==> config.mk <==
export PLATFORM = sky130hd
export DESIGN_NAME = bso_cross_axis
export DESIGN_NICKNAME = d
export VERILOG_FILES = /design/src/sv/bso_pkg.sv /design/src/sv/bso_cross_axis.sv
export SDC_FILE = /design/constraint.sdc
export NUM_CORES = 2
export LEC_CHECK = 0
export ABC_AREA = 0
export BUFFER_PORTS_ARGS = -buffer_cell sky130_fd_sc_hd__buf_2
export CORE_MARGIN = 5
export CORE_UTILIZATION = 55
export CTS_BUF_LIST = sky130_fd_sc_hd__clkbuf_8
export DETAILED_ROUTE_END_ITERATION = 6
export GPL_TIMING_DRIVEN = 0
export PLACE_DENSITY_LB_ADDON = 0.2
export SETUP_SLACK_MARGIN = 0.3
export SLEW_MARGIN = 20
export SYNTH_ARGS = -nofsm -noshare
export SYNTH_HDL_FRONTEND = slang
export SYNTH_SLANG_ARGS = --single-unit
==> constraint.sdc <==
create_clock -name i_clk -period 15.8 [get_ports i_clk]
set_clock_uncertainty 0.1 [all_clocks]
set_input_delay 0.79 -clock i_clk [delete_from_list [all_inputs] [get_ports i_clk]]
set_output_delay 0.79 -clock i_clk [all_outputs]
set_load 0.01 [all_outputs]
==> src/sv/bso_pkg.sv <==
// shared constants for the box versus segment overlap block
`default_nettype none
package bso_pkg;

    localparam int COORD_BITS_DEF = 16;
    localparam int PIPE_STAGES    = 3;

endpackage
`default_nettype wire

==> src/sv/bso_cross_axis.sv <==
// one cross-product separating axis: product register and final compare
`default_nettype none
module bso_cross_axis #(
    parameter int COORD_BITS = bso_pkg::COORD_BITS_DEF
) (
    input  wire logic                          i_clk,
    input  wire logic                          i_en,
    input  wire logic signed [COORD_BITS+1:0]  i_ta,
    input  wire logic signed [COORD_BITS+1:0]  i_tb,
    input  wire logic signed [COORD_BITS:0]    i_ha,
    input  wire logic signed [COORD_BITS:0]    i_hb,
    input  wire logic        [COORD_BITS-1:0]  i_mha,
    input  wire logic        [COORD_BITS-1:0]  i_mhb,
    input  wire logic        [COORD_BITS-1:0]  i_ea,
    input  wire logic        [COORD_BITS-1:0]  i_eb,
    output logic                               o_sep
);

    localparam int PW = 2 * COORD_BITS + 3;
    localparam int UW = 2 * COORD_BITS;
    localparam int DW = 2 * COORD_BITS + 4;

    logic signed [PW-1:0] r_p;
    logic signed [PW-1:0] r_q;
    logic        [UW-1:0] r_ra;
    logic        [UW-1:0] r_rb;
    logic signed [PW-1:0] n_p;
    logic signed [PW-1:0] n_q;
    logic        [UW-1:0] n_ra;
    logic        [UW-1:0] n_rb;

    logic signed [DW-1:0] diff;
    logic        [DW-1:0] mag_diff;
    logic        [UW:0]   rhs;

    always_comb begin
        n_p  = PW'(i_ta) * PW'(i_hb);
        n_q  = PW'(i_tb) * PW'(i_ha);
        n_ra = UW'(i_ea) * UW'(i_mhb);
        n_rb = UW'(i_eb) * UW'(i_mha);
    end

    always_ff @(posedge i_clk) begin
        if (i_en) begin
            r_p  <= n_p;
            r_q  <= n_q;
            r_ra <= n_ra;
            r_rb <= n_rb;
        end
    end

    always_comb begin
        diff     = DW'(r_p) - DW'(r_q);
        mag_diff = diff[DW-1] ? DW'(-diff) : DW'(diff);
        rhs      = (UW+1)'(r_ra) + (UW+1)'(r_rb);
        o_sep    = mag_diff > DW'(rhs);
    end

endmodule
`default_nettype wire

==> summary.txt <==
Yosys
  – Post-Synthesis Cells: 5284
  – Synth Cell Area: ~0.049 sq mm
  – Unique cell type count in the Yosys netlist: 91
  – Mapped Avg Cell Area: 9.19 sq um
  – Warnings, synthesis: 0
  – Ys flop type: edfxtp_1
  – Sequential fraction of the synthesis area: 0.0829
  – Yosys reg bits: 134
  – Syn Nets: around 7000
  – FFs w/ async S/R, synth: 0
  – Number of synthesized flops with an enable pin: 134
  – Synth top area cells: fa_1, ha_1, inv_1
  – Top-area cell type share of the netlist area: 0.417
  – Cell taking the most area after synthesis: fa_1

Timing
  – Setup TNS: 0 ps
  – RSZ-0062 raised after global routing: no
  – Slew HR: 0.225
  – Period utilisation layout: 0.542
  – Final Critical Period: about 8600 ps
  – Worst slew pin tran: 1160 ps
  – Slew Viols, Final: 0
  – Final hold violation count: 0
  – Max frequency: ~0.12 GHz
  – Count of final setup violators: 0

Global route
  – Residual overflow from global routing: 0
  – First-pass GRT wire length: 196000 um
  – Vias in the first global route: between 30000 and 40000
  – Largest net degree at the start of global routing: 69
  – Total Routing Usage GR: 0.260
  – Antenna violations before repair: 1

Hold path
  – Hold WC Path Type: primary input to register

Setup path
  – Worst EP arrival: 7670 ps
  – Max FO, Critical Path: 10
  – Worst endpoint required time: 14910 ps
  – CP cell instances: ha_1 -> nand3_1 -> o311ai_1 -> a211o_1 -> nand4_1 -> a21oi_1 -> o21ai_1 -> a31oi_1 -> buf_2 -> a41oi_1 -> xnor2_1 -> ha_1 -> nand4_1 -> nor2_1 -> nand3_1 -> or3_1 -> o21ai_0 -> a31oi_1 -> o211a_1 -> a211oi_1 -> a2111oi_0 -> a211oi_2 -> buf_2
  – Critical path launch point type: register
  – CP top delay family: compound AO/OA/AOI/OAI gates
  – CP peak stage delay: 930 ps
  – CP Capture Type: output port
  – CP max-delay cell: a31oi_1
  – Crit path buf inv count: 2
  – Critical path type: register to output port

Drt
  – Drt first pass iters: 6
  – WL final: 119000 um
  – Vias per cell: 5.43
  – Detailed Route Iter0 Violations: 2200
  – Final ANT Viol Nets: 0
  – WL per Instance: 17.9 um
  – DR vias: 35900
  – Drt drc: 0

CTS
  – Root Buffer: clkbuf_8
  – CTS Buf Count: 17
  – CTS Buffer Depth: 2
  – # clock sinks: 134
  – Post-CTS Hold Buffers: 0
  – CTS resizes: 0
  – CTS tree: done
  – Post-CTS setup buffers: 0
  – H-tree depth: 4
  – Clk slew on worst S/H paths: about 90 ps

Floorplanning
  – IO Pins: 137
  – Cell row count: 109
  – Die footprint: 0.0943 sq mm
  – Core area: just under 0.09 sq mm
  – Die width: 307 um
  – Starting Density: 0.552
  – Die H: between 300 and 400 um

Cells and area
  – Layout area overhead: 5.18%
  – Commonest non-fill, non-tap cell in the layout: inv_1
  – Nets: 7059
  – Layout cell share with drive strength beyond 1: 0.0399
  – Commonest non-fill, non-tap cells in the layout: inv_1, fa_1, nand2_1

Flow run
  – Max-Cap Viols: 0

Placement
  – Port Buf Inserts: 124
  – RD Place Congestion: 0.939
  – Hpwl dp: 101000 um

Status
  – Outcome: complete, no violations
## flip-flops by register name, indices dropped and copies added (netlist names)
name,count
r_p,35
r_q,35
r_ra,32
r_rb,32
## per-layer routing
layer | up-vias | GRT usage | wire length (um)
met1 | 18200 | 0.333 | 46700
met2 | 1035 | 0.461 | 60200
met3 | 317 | 0.0262 | 5890
li1 | 16400 | - | -
met5 | - | 0 | 0
met4 | 0 | 0.0986 | 5690
## final timing paths
check	startpoint	endpoint	depth (start not counted)
min	i_mha[0]	r_rb[0]	2
max	r_p[13]	o_sep	23
## area by class of cell
| cell class | instances | area (sq um) |
|---|---|---|
| multi-input combinational | 3761 | 39300 |
| buffer | 159 | 613 |
| fill | 8003 | 36900 |
| clock inverter | 15 | 166 |
| timing repair buffer | 125 | 654 |
| antenna | 1 | 2.50 |
| tap | 1165 | 1460 |
| sequential | 134 | 4020 |
| inverter | 1230 | 4620 |
| clock buffer | 17 | 234 |
## cell usage after synthesis (9+ instances only)
library cell and number:
and2_1 510, a211oi_1 12, o211ai_1 12, nor3_1 36
edfxtp_1 134, nand2_1 669, o21ai_0 70, o31ai_1 9
nand3_1 43, nor2b_1 26, or3_1 9, o21ai_1 9
nand2b_1 39, a21oi_1 141, xor2_1 68, a21o_1 78
inv_1 1230, ha_1 483, nand4_1 22, o21bai_1 20
o21a_1 27, nor2_1 152, a31oi_1 22, xnor2_1 138
fa_1 1012, clkbuf_1 149, and3_1 18
## per-stage QoR
stage,utilization,setup slack (ps),cells,hold WS (ps),cell area (sq um)
floorplan,-,8760,5284,802,48500
global placement,0.575,7710,6573,1100,50600
detailed placement,0.576,7670,6574,1100,50600
global route,0.580,6910,6607,608,51100
CTS,0.580,7450,6606,578,51000
finish,0.580,7240,6607,596,51100
## logic make-up after synthesis
group                    after synthesis  synth area share
AND/OR/NAND/NOR                     1559             0.159
adder cells (fa/ha/maj)             1495             0.542
buffers and inverters               1389             0.108
AO/OA/AOI/OAI                        495            0.0699
XOR/XNOR                             208            0.0378
flip-flops                           134            0.0829
multiplexers                           4          0.000851
Power is not shown: default switching activity piles up to over one toggle a cycle in this logic, so the estimate is an artifact.
